**src/rtl/core/grib2_section_walker_defines.svh**
```systemverilog
// Assertion macros shared by the section walker RTL.
`ifndef GRIB2_SECTION_WALKER_DEFINES_SVH
`define GRIB2_SECTION_WALKER_DEFINES_SVH

// Same-cycle implication, checked on every rising clock edge outside reset.
`define GSW_ASSERT_NOW(label, ante, cons, msg) \
    label: assert property (@(posedge aclk) disable iff (!aresetn) (ante) |-> (cons)) \
        else $error(msg);

// Next-cycle implication, checked on every rising clock edge outside reset.
`define GSW_ASSERT_NEXT(label, ante, cons, msg) \
    label: assert property (@(posedge aclk) disable iff (!aresetn) (ante) |=> (cons)) \
        else $error(msg);

`endif

```
**src/rtl/core/grib2_sw_pkg.sv**
```systemverilog
// Constants, codes and the result record type of the GRIB2 section walker.
package grib2_sw_pkg;

    // Width of the offsets that the message length must fit in.
    localparam int OFFSET_BITS = 32;
    localparam int LIMIT_BITS  = (OFFSET_BITS >= 32) ? 32 : OFFSET_BITS;

    // Parse phase codes.
    localparam logic [1:0] PH_IDLE = 2'd0;
    localparam logic [1:0] PH_IND  = 2'd1;
    localparam logic [1:0] PH_SEC  = 2'd2;
    localparam logic [1:0] PH_DONE = 2'd3;

    // Error codes of a result record.
    localparam logic [2:0] ERR_OK        = 3'd0;
    localparam logic [2:0] ERR_BAD_SEC   = 3'd1;
    localparam logic [2:0] ERR_PREDEF_BM = 3'd2;
    localparam logic [2:0] ERR_NO_BITMAP = 3'd3;
    localparam logic [2:0] ERR_OVERRUN   = 3'd4;
    localparam logic [2:0] ERR_NO_FIELD  = 3'd5;
    localparam logic [2:0] ERR_SHORT_SEC = 3'd6;
    localparam logic [2:0] ERR_TOO_BIG   = 3'd7;

    // Section numbers and bitmap indicators with a meaning of their own.
    localparam logic [3:0] SEC_IND    = 4'd0;
    localparam logic [3:0] SEC_BITMAP = 4'd6;
    localparam logic [3:0] SEC_END    = 4'd7;
    localparam logic [7:0] SEC_MAX    = 8'd8;
    localparam logic [7:0] BM_NEW     = 8'd0;
    localparam logic [7:0] BM_REUSE   = 8'd254;
    localparam logic [7:0] BM_NONE    = 8'd255;

    // Indicator section layout, section header byte places and minimum lengths.
    localparam logic [31:0] IND_LEN_FIRST = 32'd8;
    localparam logic [31:0] IND_LEN_LAST  = 32'd15;
    localparam logic [63:0] MIN_TOTAL     = 64'd20;
    localparam logic [31:0] END_MARK_LEN  = 32'd4;
    localparam logic [31:0] HDR_LEN_BYTES = 32'd4;
    localparam logic [31:0] HDR_NUM_BYTE  = 32'd4;
    localparam logic [31:0] HDR_IND_BYTE  = 32'd5;
    localparam logic [31:0] MIN_SEC_LEN   = 32'd5;
    localparam logic [31:0] MIN_BM_LEN    = 32'd6;

    // One result record.
    typedef struct packed {
        logic [3:0]  section_number;
        logic [31:0] section_offset;
        logic [31:0] section_length;
        logic [31:0] bitmap_offset;
        logic        bitmap_reused;
        logic        field_end;
        logic        message_end;
        logic [15:0] field_index;
        logic [2:0]  error_code;
    } result_t;

endpackage

```
**src/rtl/core/grib2_section_walker.sv**
```systemverilog
// GRIB2 section walker: one input byte per word, one record per section header.
// Path: an accepted byte passes the input register, then the result register, and
// its record is offered on m_ from the result register until it is taken.
// Throughput: one byte per cycle while the result side takes records; the single
// result register stalls the byte stage only when it holds a record not yet taken.
// Reset: aresetn low clears the parse state to idle and empties both registers.
`include "grib2_section_walker_defines.svh"

module grib2_section_walker (
    input  logic         aclk,
    input  logic         aresetn,
    input  logic         s_tvalid,
    output logic         s_tready,
    input  logic [7:0]   s_tdata,   // [7:0] data_byte
    input  logic [0:0]   s_tuser,   // [0] start_of_message
    output logic         m_tvalid,
    input  logic         m_tready,
    // [3:0] section_number, [35:4] section_offset, [67:36] section_length,
    // [99:68] bitmap_offset, [115:100] field_index, [118:116] error_code,
    // [119] zero
    output logic [119:0] m_tdata,
    output logic [1:0]   m_tuser,   // [0] bitmap_reused, [1] field_end
    output logic         m_tlast    // message_end
);
    import grib2_sw_pkg::*;

    // Input register.
    logic       in_valid_reg;
    logic [7:0] in_byte_reg;
    logic       in_som_reg;

    // Walk state.
    logic [1:0]  phase_reg, phase_next;
    logic [31:0] msg_pos_reg, msg_pos_next;
    logic [31:0] end_mark_reg, end_mark_next;
    logic [31:0] bis_reg, bis_next;
    logic [31:0] sec_len_reg, sec_len_next;
    logic [31:0] sec_start_reg, sec_start_next;
    logic [3:0]  sec_id_reg, sec_id_next;
    logic [31:0] saved_bm_reg, saved_bm_next;
    logic        saved_bm_valid_reg, saved_bm_valid_next;
    logic [15:0] fields_reg, fields_next;
    logic [63:0] total_reg, total_next;

    // Result register.
    logic    m_valid_reg;
    result_t res_reg;
    result_t res_next;
    logic    res_valid;

    logic proc_fire;

    // The byte stage advances when the result register is free or being taken.
    assign proc_fire = in_valid_reg && (!m_valid_reg || m_tready);
    assign s_tready  = !in_valid_reg || proc_fire;

    always_ff @(posedge aclk) begin
        if (!aresetn) begin
            in_valid_reg <= 1'b0;
        end else if (s_tready) begin
            in_valid_reg <= s_tvalid;
        end
        if (s_tready && s_tvalid) begin
            in_byte_reg <= s_tdata;
            in_som_reg  <= s_tuser[0];
        end
    end

    // Per-byte walk: counters, header assembly and the section checks.
    always_comb begin
        logic [7:0]  b;
        logic [31:0] pos;
        logic [31:0] k;
        logic [31:0] k_inc;
        logic [63:0] tot_shift;
        logic [31:0] low;
        logic        fin_req;
        logic [3:0]  fin_id;
        logic [31:0] fin_bmo;
        logic        fin_reused;
        logic [32:0] next_start;
        logic        fin_is7;

        b          = in_byte_reg;
        fin_req    = 1'b0;
        fin_id     = SEC_IND;
        fin_bmo    = '0;
        fin_reused = 1'b0;
        res_valid  = 1'b0;
        res_next   = '0;
        tot_shift  = '0;
        low        = '0;
        k          = '0;
        k_inc      = '0;
        next_start = '0;
        fin_is7    = 1'b0;

        // A start flag clears everything and begins the indicator section.
        if (in_som_reg) begin
            phase_next          = PH_IND;
            msg_pos_next        = '0;
            end_mark_next       = '0;
            bis_next            = '0;
            sec_len_next        = '0;
            sec_start_next      = '0;
            sec_id_next         = SEC_IND;
            saved_bm_next       = '0;
            saved_bm_valid_next = 1'b0;
            fields_next         = '0;
            total_next          = '0;
        end else begin
            phase_next          = phase_reg;
            msg_pos_next        = msg_pos_reg;
            end_mark_next       = end_mark_reg;
            bis_next            = bis_reg;
            sec_len_next        = sec_len_reg;
            sec_start_next      = sec_start_reg;
            sec_id_next         = sec_id_reg;
            saved_bm_next       = saved_bm_reg;
            saved_bm_valid_next = saved_bm_valid_reg;
            fields_next         = fields_reg;
            total_next          = total_reg;
        end
        pos = msg_pos_next;

        unique case (phase_next)
            PH_IND: begin
                msg_pos_next = pos + 32'd1;
                if (pos >= IND_LEN_FIRST) begin
                    tot_shift  = {total_next[55:0], b};
                    total_next = tot_shift;
                end
                if (pos == IND_LEN_LAST) begin
                    low                     = total_next[31:0];
                    res_valid               = 1'b1;
                    res_next.section_number = SEC_IND;
                    res_next.section_length = low;
                    res_next.field_index    = fields_next;
                    if (|total_next[63:LIMIT_BITS]) begin
                        res_next.error_code = ERR_TOO_BIG;
                        phase_next          = PH_DONE;
                    end else if (total_next <= MIN_TOTAL) begin
                        res_next.error_code = ERR_NO_FIELD;
                        phase_next          = PH_DONE;
                    end else begin
                        res_next.error_code = ERR_OK;
                        end_mark_next       = low - END_MARK_LEN;
                        phase_next          = PH_SEC;
                        bis_next            = '0;
                    end
                end
            end
            PH_SEC: begin
                msg_pos_next = pos + 32'd1;
                k            = bis_next;
                k_inc        = k + 32'd1;
                if (k == '0) begin
                    sec_start_next = pos;
                    sec_len_next   = '0;
                end
                bis_next = k_inc;
                // Error records carry the current section's place and length.
                res_next.section_offset = sec_start_next;
                res_next.section_length = sec_len_next;
                res_next.field_index    = fields_next;
                if (k < HDR_LEN_BYTES) begin
                    sec_len_next = {sec_len_next[23:0], b};
                end else if (k == HDR_NUM_BYTE) begin
                    if (b > SEC_MAX) begin
                        res_valid               = 1'b1;
                        res_next.section_number = b[3:0];
                        res_next.error_code     = ERR_BAD_SEC;
                        phase_next              = PH_DONE;
                    end else begin
                        sec_id_next = b[3:0];
                        if (sec_len_next < MIN_SEC_LEN ||
                            (b[3:0] == SEC_BITMAP && sec_len_next < MIN_BM_LEN)) begin
                            res_valid               = 1'b1;
                            res_next.section_number = b[3:0];
                            res_next.error_code     = ERR_SHORT_SEC;
                            phase_next              = PH_DONE;
                        end else begin
                            if (b[3:0] != SEC_BITMAP) begin
                                fin_req = 1'b1;
                                fin_id  = b[3:0];
                            end
                            if (k_inc == sec_len_next) begin
                                bis_next = '0;
                            end
                        end
                    end
                end else begin
                    if (k_inc == sec_len_next) begin
                        bis_next = '0;
                    end
                    // The byte after a bitmap header is its indicator.
                    if (k == HDR_IND_BYTE && sec_id_next == SEC_BITMAP) begin
                        if (b == BM_NEW) begin
                            saved_bm_next       = sec_start_next;
                            saved_bm_valid_next = 1'b1;
                            fin_req             = 1'b1;
                            fin_id              = SEC_BITMAP;
                            fin_bmo             = sec_start_next;
                        end else if (b == BM_NONE) begin
                            fin_req = 1'b1;
                            fin_id  = SEC_BITMAP;
                            fin_bmo = sec_start_next;
                        end else if (b == BM_REUSE && saved_bm_valid_next) begin
                            fin_req    = 1'b1;
                            fin_id     = SEC_BITMAP;
                            fin_bmo    = saved_bm_next;
                            fin_reused = 1'b1;
                        end else begin
                            res_valid               = 1'b1;
                            res_next.section_number = SEC_BITMAP;
                            res_next.error_code     = (b == BM_REUSE) ? ERR_NO_BITMAP
                                                                      : ERR_PREDEF_BM;
                            phase_next              = PH_DONE;
                        end
                    end
                end
            end
            default: begin
                // Idle or finished: the byte is dropped.
                msg_pos_next = msg_pos_next;
            end
        endcase

        // Close a good section header: check it against the end marker.
        if (fin_req) begin
            next_start              = {1'b0, sec_start_next} + {1'b0, sec_len_next};
            fin_is7                 = (fin_id == SEC_END);
            res_valid               = 1'b1;
            res_next.section_number = fin_id;
            if (next_start > {1'b0, end_mark_next}) begin
                res_next.error_code = ERR_OVERRUN;
                phase_next          = PH_DONE;
            end else if (next_start == {1'b0, end_mark_next} && !fin_is7) begin
                res_next.error_code = ERR_NO_FIELD;
                phase_next          = PH_DONE;
            end else begin
                res_next.error_code    = ERR_OK;
                res_next.bitmap_offset = fin_bmo;
                res_next.bitmap_reused = fin_reused;
                res_next.field_end     = fin_is7;
                if (fin_is7) begin
                    fields_next = fields_next + 16'd1;
                end
                if (next_start == {1'b0, end_mark_next}) begin
                    res_next.message_end = 1'b1;
                    phase_next           = PH_DONE;
                end
            end
        end
    end

    // State update, one byte per fire.
    always_ff @(posedge aclk) begin
        if (!aresetn) begin
            phase_reg          <= PH_IDLE;
            msg_pos_reg        <= '0;
            end_mark_reg       <= '0;
            bis_reg            <= '0;
            sec_len_reg        <= '0;
            sec_start_reg      <= '0;
            sec_id_reg         <= SEC_IND;
            saved_bm_reg       <= '0;
            saved_bm_valid_reg <= 1'b0;
            fields_reg         <= '0;
            total_reg          <= '0;
        end else if (proc_fire) begin
            phase_reg          <= phase_next;
            msg_pos_reg        <= msg_pos_next;
            end_mark_reg       <= end_mark_next;
            bis_reg            <= bis_next;
            sec_len_reg        <= sec_len_next;
            sec_start_reg      <= sec_start_next;
            sec_id_reg         <= sec_id_next;
            saved_bm_reg       <= saved_bm_next;
            saved_bm_valid_reg <= saved_bm_valid_next;
            fields_reg         <= fields_next;
            total_reg          <= total_next;
        end
    end

    // Result register: loaded by a byte that yields a record, emptied when taken.
    always_ff @(posedge aclk) begin
        if (!aresetn) begin
            m_valid_reg <= 1'b0;
        end else if (proc_fire && res_valid) begin
            m_valid_reg <= 1'b1;
        end else if (m_tready) begin
            m_valid_reg <= 1'b0;
        end
        if (proc_fire && res_valid) begin
            res_reg <= res_next;
        end
    end

    // Output word packing.
    assign m_tvalid = m_valid_reg;
    assign m_tdata  = {1'b0, res_reg.error_code, res_reg.field_index,
                       res_reg.bitmap_offset, res_reg.section_length,
                       res_reg.section_offset, res_reg.section_number};
    assign m_tuser  = {res_reg.field_end, res_reg.bitmap_reused};
    assign m_tlast  = res_reg.message_end;

    // Checks on the walk.
    `GSW_ASSERT_NOW(a_err_no_flags, m_valid_reg && res_reg.error_code != ERR_OK, !m_tlast && m_tuser == 2'b00 && res_reg.bitmap_offset == '0, "error record carries flags")
    `GSW_ASSERT_NOW(a_end_is_sec7, m_valid_reg && m_tlast, m_tuser[1] && res_reg.section_number == SEC_END, "message end without a closing section 7")
    `GSW_ASSERT_NEXT(a_err_stops, proc_fire && res_valid && res_next.error_code != ERR_OK, phase_reg == PH_DONE, "walk continues after an error")
    `GSW_ASSERT_NOW(a_ready_free, !m_valid_reg, s_tready, "input stalled with an empty result register")

endmodule
```
**config.mk**
```make
export PLATFORM = sky130hd
export DESIGN_NAME = grib2_section_walker
export DESIGN_NICKNAME = d
export VERILOG_FILES = /design/src/rtl/core/grib2_sw_pkg.sv /design/src/rtl/core/grib2_section_walker.sv
export VERILOG_INCLUDE_DIRS = /design/src /design/src/rtl/core
export SDC_FILE = /design/constraint.sdc
export NUM_CORES = 1
export LEC_CHECK = 0
export ABC_AREA = 1
export BUFFER_PORTS_ARGS = -buffer_cell sky130_fd_sc_hd__buf_4
export CORE_UTILIZATION = 35
export CTS_BUF_LIST = sky130_fd_sc_hd__clkbuf_16
export DETAILED_ROUTE_END_ITERATION = 8
export GPL_ROUTABILITY_DRIVEN = 0
export PLACE_DENSITY_LB_ADDON = 0.3
export SYNTH_ARGS = -nofsm -noshare
export SYNTH_HDL_FRONTEND = slang
export SYNTH_SLANG_ARGS = --single-unit
```
**constraint.sdc**
```tcl
create_clock -name aclk -period 17.33 [get_ports aclk]
set_input_delay 3.466 -clock aclk [delete_from_list [all_inputs] [get_ports aclk]]
set_output_delay 3.466 -clock aclk [all_outputs]
set_load 0.005 [all_outputs]
```
## Word-level counts from Yosys, hierarchy flattened

Index checks and enable logic that the tools add are counted.
Widths: inputs -> output; s select.

| storage, ports and cells | value |
|---|---|
| register bits | 412 |
| input port bits | 13 |
| output and inout port bits | 125 |
| logic and storage cells | 206 |

| operators by class | value |
|---|---|
| add/subtract/negate cells | 5 |
| magnitude comparators | 7 |
| equality and inequality tests | 13 |
| mux-type cells | 133 |
| bitwise operators | 3 |
| reductions and logical operators | 21 |

Operators with widths:

| operator | count |
|---|---|
| $mux 32 | 34 |
| $mux 64 | 4 |
| $pmux 32 s2 | 2 |
| $lt 32x3->1 const B | 3 |
| $mux 16 | 5 |
| $mux 4 | 17 |
| $add 32x1->32 const B | 2 |
| $eq 32x3->1 const B | 2 |
| $le 64x5->1 const B | 1 |
| $mux 3 | 17 |
| $pmux 19 s2 | 1 |
| $mux 2 | 18 |
| $add 32x32->33 | 1 |
| $eq 33x32->1 | 1 |
| $gt 33x32->1 | 1 |
| $eq 32x32->1 | 1 |
| $eq 32x4->1 const B | 1 |
| $ge 32x4->1 const B | 1 |
| $logic_not 32->1 | 1 |
| $mux 1 | 32 |
| $reduce_or 32->1 | 1 |
| $sub 32x3->32 const B | 1 |
| $mux 19 | 1 |
| $add 16x1->16 const B | 1 |
| other kinds (18) | 33 |

## Depth between registers and ports, before layout

Gate-level depths: netlist of run 1.

| logic depth | value |
|---|---|
| depth after elaboration | 18 |
| mapped depth | 54 |

## Least setup slack after synthesis of run 1

OpenSTA, ideal clock, no wires.

| path | value |
|---|---|
| path type | in2reg |
| from | in m_tready |
| to | reg res_reg (netlist bit m_tdata[0]) (enable) |
| setup time | 773 ps |
| arrival | 12836 ps |
| data required time | 16557 ps |
| slack | 3721 ps |
| stages | 5 |
| path buffers | 3 |
| cells stage by stage | o21ai_0 > clkbuf_1 > clkbuf_1 > clkbuf_1 > o21ai_0 |

| on the way | value |
|---|---|
| cells in the longest elaborated chain, start to end | 3 |

Ends and longest elaborated chain:

| what | RTL line | RTL |
|---|---|---|
| from (decl) | grib2_section_walker.sv:17 | `input logic m_tready,` |
| $logic_or 1x1->1 | grib2_section_walker.sv:54 | `assign proc_fire = in_valid_reg && (!m_valid_reg \|\| m_tready);` |
| $logic_and 1x1->1 | grib2_section_walker.sv:54 |  |
| $logic_and 1x1->1 | grib2_section_walker.sv:295 | `if (proc_fire && res_valid) begin` |
| to (signal assigned) | grib2_section_walker.sv:296 | `res_reg <= res_next;` |
| to (decl) | grib2_section_walker.sv:47 | `result_t res_reg;` |

No other way between the ends.
A chain may end at the register's enable or synchronous reset.

## Worst setup path after layout of run 1

| path | value |
|---|---|
| from | reg in_som_reg |
| to | reg res_reg (netlist bit m_tdata[91]), data pin |

| on the way | value |
|---|---|
| cells in the longest elaborated chain, start to end | 16 |
| elaborated cells between the ends (all ways) | 71 |

Ends and longest elaborated chain:

| what | RTL line | RTL |
|---|---|---|
| from (decl) | grib2_section_walker.sv:30 | `logic in_som_reg;` |
| from (signal assigned) | grib2_section_walker.sv:65 | `in_som_reg <= s_tuser[0];` |
| parallel branches: the longest is 16 deep, another holds $le 64x5->1 | n/a |  |

Parallel ways; which one is timed is not known. The select of a mux whose other input is x is not followed.

==> reports/metrics.cfg, run 1 <==
[clock_tree]
insertion_delay_ps=630
cts_htree_levels=2
cts_sinks=412
cts_buffer_depth=3
cts_hold_buffers=0
numCtsBuffers=49
cts_tree=done
clockRootBuffer=clkbuf_16
post_cts_buffers=0
cts-resized-gates=0
clk_pin_slew_ps=70

[yosys]
synth_flop_cell=dfxtp_1
synth-seq-cells=412
yosysWarnings=0
syn_nets=4285
syn_area_per_cell_um2=6.44
syn_area_um2=27000
synth-edff-count=131
async_reset_ff_share_pct=0
ys_seq_area_share_pct=35.3
synth.distinct_cells=56
synthesis.instances=4197

[floorplan]
core_region_area_um2=76200
dieArea_um2=78400
start_util_pct=35.5
die_height_um=280
num_io_pins=138
die_width_um=280
fp-row-count=101

[sta]
grt_setup_unrepaired=no
fin_crit_sh_pct=57.5
maxSlewHeadroom_pct=17.5
fin_skew_ps=41.5
hold_viol=0
fmax_mhz=100
setup_viol=0
slew_violations=0
min_period_ps=9970
worst_slew_pin_slew_ps=1240
setup_tns_ps=0

[worst_setup_path]
rrSetupSlack_ps=7360
r2r_start=in_som_reg$_DFFE_PP_
path_max_fanout=79
path_class=flop to flop
r2r.worst_path.cells=46
slowest_stage=buf_4
timing.rr.end=m_tdata[91]$_SDFFCE_PP0P_
required_ps=17830
worst_setup_path_end_kind=flop
slowest_delay_ps=760
startpoint_type=flop
cp_common_cell=nand2_1
cp.arrival_ps=10460

[placed_design]
postPlaceCellArea_um2=28600
dpl.hpwl_um=65300
numPlacedInstances=5158
numPortBuffers=136

[min_path]
hp-class=flop to flop
hold_depth=2
hold_path.startpoint=total_reg[59]$_SDFFE_PN0P_
hold_end=total_reg[59]$_SDFFE_PN0P_

[run_status]
run_status=complete, no violations

[job]
max_cap_viol_count=0

[final_layout]
nets=4267
instances_no_fill=5251
largest_register_ffs=119
drive_gt1_share_pct=6.80
area_growth_pct=12.1
final_area_um2=30300

[grt]
gr-usage-all-layers_pct=22.6
grt_pass1_vias=24200
grt_pass1_wl_um=140000
antenna_found_initial=0
grt_max_degree=134
globalRoute.totalOverflow=0

[drt]
routedWlPerCell_um=17.3
first_iter_violations=3049
drtPass1Iterations=6
viasPerCell=5.22
postRouteAntennaNets=0
routed_wl_um=91000
vias=27400
drc_errors=0

[pwr]
power.total_mw=2.54
p_leak_nw=13.1
ir_drop_uv=71.3
power.density_nw_per_um2=83.9

kinds of logic (layout without fill, tap and decap cells):
logic type,after synthesis,in the layout,share of synthesized area [%]
XOR/XNOR,69,69,2.23
adder cells (fa/ha/maj),75,75,3.50
flip-flops,412,412,35.3
buffers and inverters,777,800,11.3
other,1,2,0.0139
AND/OR/NAND/NOR,1904,1904,28.9
AO/OA/AOI/OAI,959,959,18.7
layout by cell type (no fill, tap or decap), types with 44 or more instances in the layout:
cell type,count
o21ai_0,370
dfxtp_1,281
o21ai_1,77
nand3_1,269
ha_1,72
a21oi_1,402
nor3_1,44
buf_4,161
nand2_1,1055
clkbuf_16,49
nor2_1,438
inv_1,541
xor2_1,55
edfxtp_1,131
critical path: cells and delay by family, from the launching register on:
kind | cells | cell delay (ps)
compound gates | 3 | 1020
fa+ha+maj | 2 | 570
simple gates | 30 | 3400
buf+inv | 11 | 4240
flops | 1 | 360
power breakdown:
part,total [mW],leakage [nW],internal (mW),switching (mW)
clock network,1.10,0.848,0.641,0.454
logic,0.412,8.99,0.109,0.302
registers,1.04,3.23,1.02,0.0168
Yosys cell counts (29+ instances only):
| library cell | count | area [um^2] |
|---|---|---|
| nand2_1 | 1056 | 3960 |
| buf_1 | 29 | 109 |
| ha_1 | 74 | 926 |
| nor2_1 | 439 | 1650 |
| nor3_1 | 44 | 220 |
| edfxtp_1 | 131 | 3930 |
| dfxtp_1 | 281 | 5630 |
| a31oi_1 | 36 | 225 |
| o21ai_0 | 372 | 1860 |
| nand4_1 | 37 | 231 |
| buf_2 | 31 | 155 |
| xor2_1 | 55 | 482 |
| inv_1 | 536 | 2010 |
| a21oi_1 | 402 | 2010 |
| o21ai_1 | 77 | 385 |
| o211ai_1 | 37 | 278 |
| nand3_1 | 269 | 1350 |
| clkbuf_1 | 153 | 574 |
area by class of cell:
cell class,count,area [um^2]
antenna,1,2.50
clock buffer,49,1230
inverter,547,2060
timing repair buffer,161,1210
tap,1030,1290
sequential,412,9560
clock inverter,43,482
multi-input combinational,3008,14500
fill,8095,45900
worst max-delay path by stage:
stage                    startpoint                   endpoint  slack (ps)  cells past startpoint
6_report       in_som_reg$_DFFE_PP_  m_tdata[91]$_SDFFCE_PP0P_        7360                     46
5_1_grt        in_som_reg$_DFFE_PP_  m_tdata[91]$_SDFFCE_PP0P_        6330                     46
4_1_cts        in_som_reg$_DFFE_PP_  m_tdata[91]$_SDFFCE_PP0P_        7530                     46
3_5_place_dp   in_som_reg$_DFFE_PP_  m_tdata[91]$_SDFFCE_PP0P_        7560                     46
3_3_place_gp   in_som_reg$_DFFE_PP_  m_tdata[98]$_SDFFCE_PP0P_        7820                     46
2_1_floorplan              m_tready       m_tdata[0]$_DFFE_PP_        3720                      5
per-layer routing:
metal / up-vias / global-route usage [%] / wire length [um]
li1: 13600 / - / -
met1: 12500 / 32.6 / 41800
met2: 1079 / 33.4 / 37900
met3: 167 / 3.52 / 7700
met4: 0 / 8.86 / 3580
met5: - / 0 / 0
stage by stage:
stage          worst slack [ps]  hold slack, ps  util, %
5_1_grt                    6330             474     39.8
6_report                   7360             463     39.8
2_1_floorplan              3720             445        -
4_1_cts                    7530             465     39.8
3_5_place_dp               7560             456     37.5
3_3_place_gp               7820             452     37.5
(Power assumes the default switching activity.)
==> run 2: changes to the inputs <==
==> constraint.sdc (replaced) <==
create_clock -name aclk -period 9.5 [get_ports aclk]
set_input_delay 1.9 -clock aclk [delete_from_list [all_inputs] [get_ports aclk]]
set_output_delay 1.9 -clock aclk [all_outputs]
set_load 0.005 [all_outputs]
==> run 2 against run 1 <==
Net effect: the flow now finishes with violations (design-rule violations); largest cell class unchanged; sequential share of layout area about the same; largest power group unchanged; wire length is 1.2% higher; design area is 0.15% lower; register-to-register slack lost 6100 ps; maximum frequency grew 21%; non-clock buffer count up 6; via count up 0.81%; flip-flop and latch count is the same.
==> reports/metrics.cfg, run 2 (synthesis gave the netlist of run 1 again) <==
[run_status]
run_status=complete, but fails checks
violations=design-rule violations

[final_layout]
area_growth_pct=11.9
num_antenna_cells=0
multiInputGateArea_um2=14500
final_util_pct=39.7
final_common_cell=nand2_1
nets=4273
fillers=8086
drive_gt1_share_pct=6.84
layout_common_cells=1055 x nand2_1, 549 x inv_1, 438 x nor2_1
largest_register_ffs=119
regArea_um2=9560

[clock_tree]
post_cts_buffers=0
cts_buffer_depth=3
numCtsBuffers=49
cts-resized-gates=0
insertion_delay_ps=640
clk_pin_slew_ps=60
clockRootBuffer=clkbuf_16
cts_htree_levels=2
cts_sinks=412
cts_hold_buffers=0
cts_tree=done

[grt]
gr-usage-all-layers_pct=22.9
grt_pass1_vias=24100
grt_pass1_wl_um=141000
globalRoute.totalOverflow=0
antenna_found_initial=6
grt_max_degree=193

[pwr]
power.total_mw=4.55
p_leak_nw=13.1
power.density_nw_per_um2=150
ir_drop_uv=129

[worst_setup_path]
cp.arrival_ps=8530
path_class=flop to flop
r2r.worst_path.cells=38
cp_common_cell=nand2_1
worst_setup_path_end_kind=flop
startpoint_type=flop
required_ps=9800
path_max_fanout=107
slowest_stage=o21ai_0
r2r_start=in_som_reg$_DFFE_PP_
timing.rr.end=m_tdata[118]$_DFFE_PP_
rrSetupSlack_ps=1270
slowest_delay_ps=820

[drt]
viasPerCell=5.25
routedWlPerCell_um=17.5
drc_errors=1
routed_wl_um=92100
postRouteAntennaNets=0
vias=27600
first_iter_violations=3158
drtPass1Iterations=9

[sta]
setup_viol=0
fmax_mhz=122
maxSlewHeadroom_pct=15.5
setup_tns_ps=0
fin_crit_sh_pct=86.6
hold_viol=0
fin_skew_ps=67.5
grt_setup_unrepaired=no
min_period_ps=8230
worst_slew_pin_slew_ps=1270
slew_violations=0

[min_path]
hold_path.startpoint=total_reg[26]$_SDFFE_PN0P_
hp-class=flop to flop
hold_end=total_reg[26]$_SDFFE_PN0P_
hold_depth=2

[floorplan]
core_region_area_um2=76200
fp-row-count=101
die_width_um=280
die_height_um=280
num_io_pins=138
start_util_pct=35.5
dieArea_um2=78400

[placed_design]
numPortBuffers=136
dpl.hpwl_um=65900

[job]
max_cap_viol_count=0

==> run 2: cell types whose count changed in the layout (fill, tap and decap cells not counted), sizes merged <==
cell	delta
bufinv	-3
inv	+6
clkinv	-3
buf	+6
diode	-1
==> run 2: cell type report <==
| class | count | area share, % |
|---|---|---|
| timing repair buffer | 167 | 4.18 |
| clock buffer | 49 | 4.05 |
| sequential | 412 | 31.6 |
| multi-input combinational | 3008 | 47.8 |
| inverter | 547 | 6.82 |
| tap | 1030 | 4.26 |
| clock inverter | 43 | 1.29 |
==> run 2: per-layer routing <==
metal  track usage (%)  vias to the layer above  share of wire, %  routed length [um]
met1              33.0                    12600                45               41500
met4              7.64                        2               3.3                3040
met2              34.4                     1203                43               39200
li1                  -                    13600                 -                   -
met3              3.81                      162               9.0                8270
met5                 0                        -            0.0076                   7
==> run 2: how the worst max path moves through the flow <==
stage                         start                         to  cells after the start
2_1_floorplan              m_tready       m_tdata[0]$_DFFE_PP_                      5
3_3_place_gp   in_som_reg$_DFFE_PP_  m_tdata[96]$_SDFFCE_PP0P_                     42
3_5_place_dp   in_som_reg$_DFFE_PP_  m_tdata[78]$_SDFFCE_PP0P_                     41
4_1_cts        in_som_reg$_DFFE_PP_  m_tdata[68]$_SDFFCE_PP0P_                     41
5_1_grt        in_som_reg$_DFFE_PP_  m_tdata[68]$_SDFFCE_PP0P_                     41
6_report       in_som_reg$_DFFE_PP_     m_tdata[118]$_DFFE_PP_                     38
==> run 2: stage by stage <==
step	cell area [um^2]	instances	hold WS [ps]	setup WS, ps
6_report	30300	5256	464	1270
5_1_grt	30300	5256	475	607
4_1_cts	30300	5256	466	1490
3_5_place_dp	28600	5164	456	1500
3_3_place_gp	28600	5164	452	1770
2_1_floorplan	27000	4197	445	774
==> run 2: power by group <==
part	internal [mW]	switching, mW
combinational	0.203	0.545
clock	1.08	0.828
sequential	1.86	0.0305
total	3.15	1.40
==> run 2: worst max-delay path, delay by kind of cell (launching register included) <==
kind                       cells  cell delay [ps]
AOI/OAI and AO/OA              4             1940
adders and majority gates      2              580
buffers and inverters          6             1620
DFF                            1              440
and+or+nand+nor               26             3020
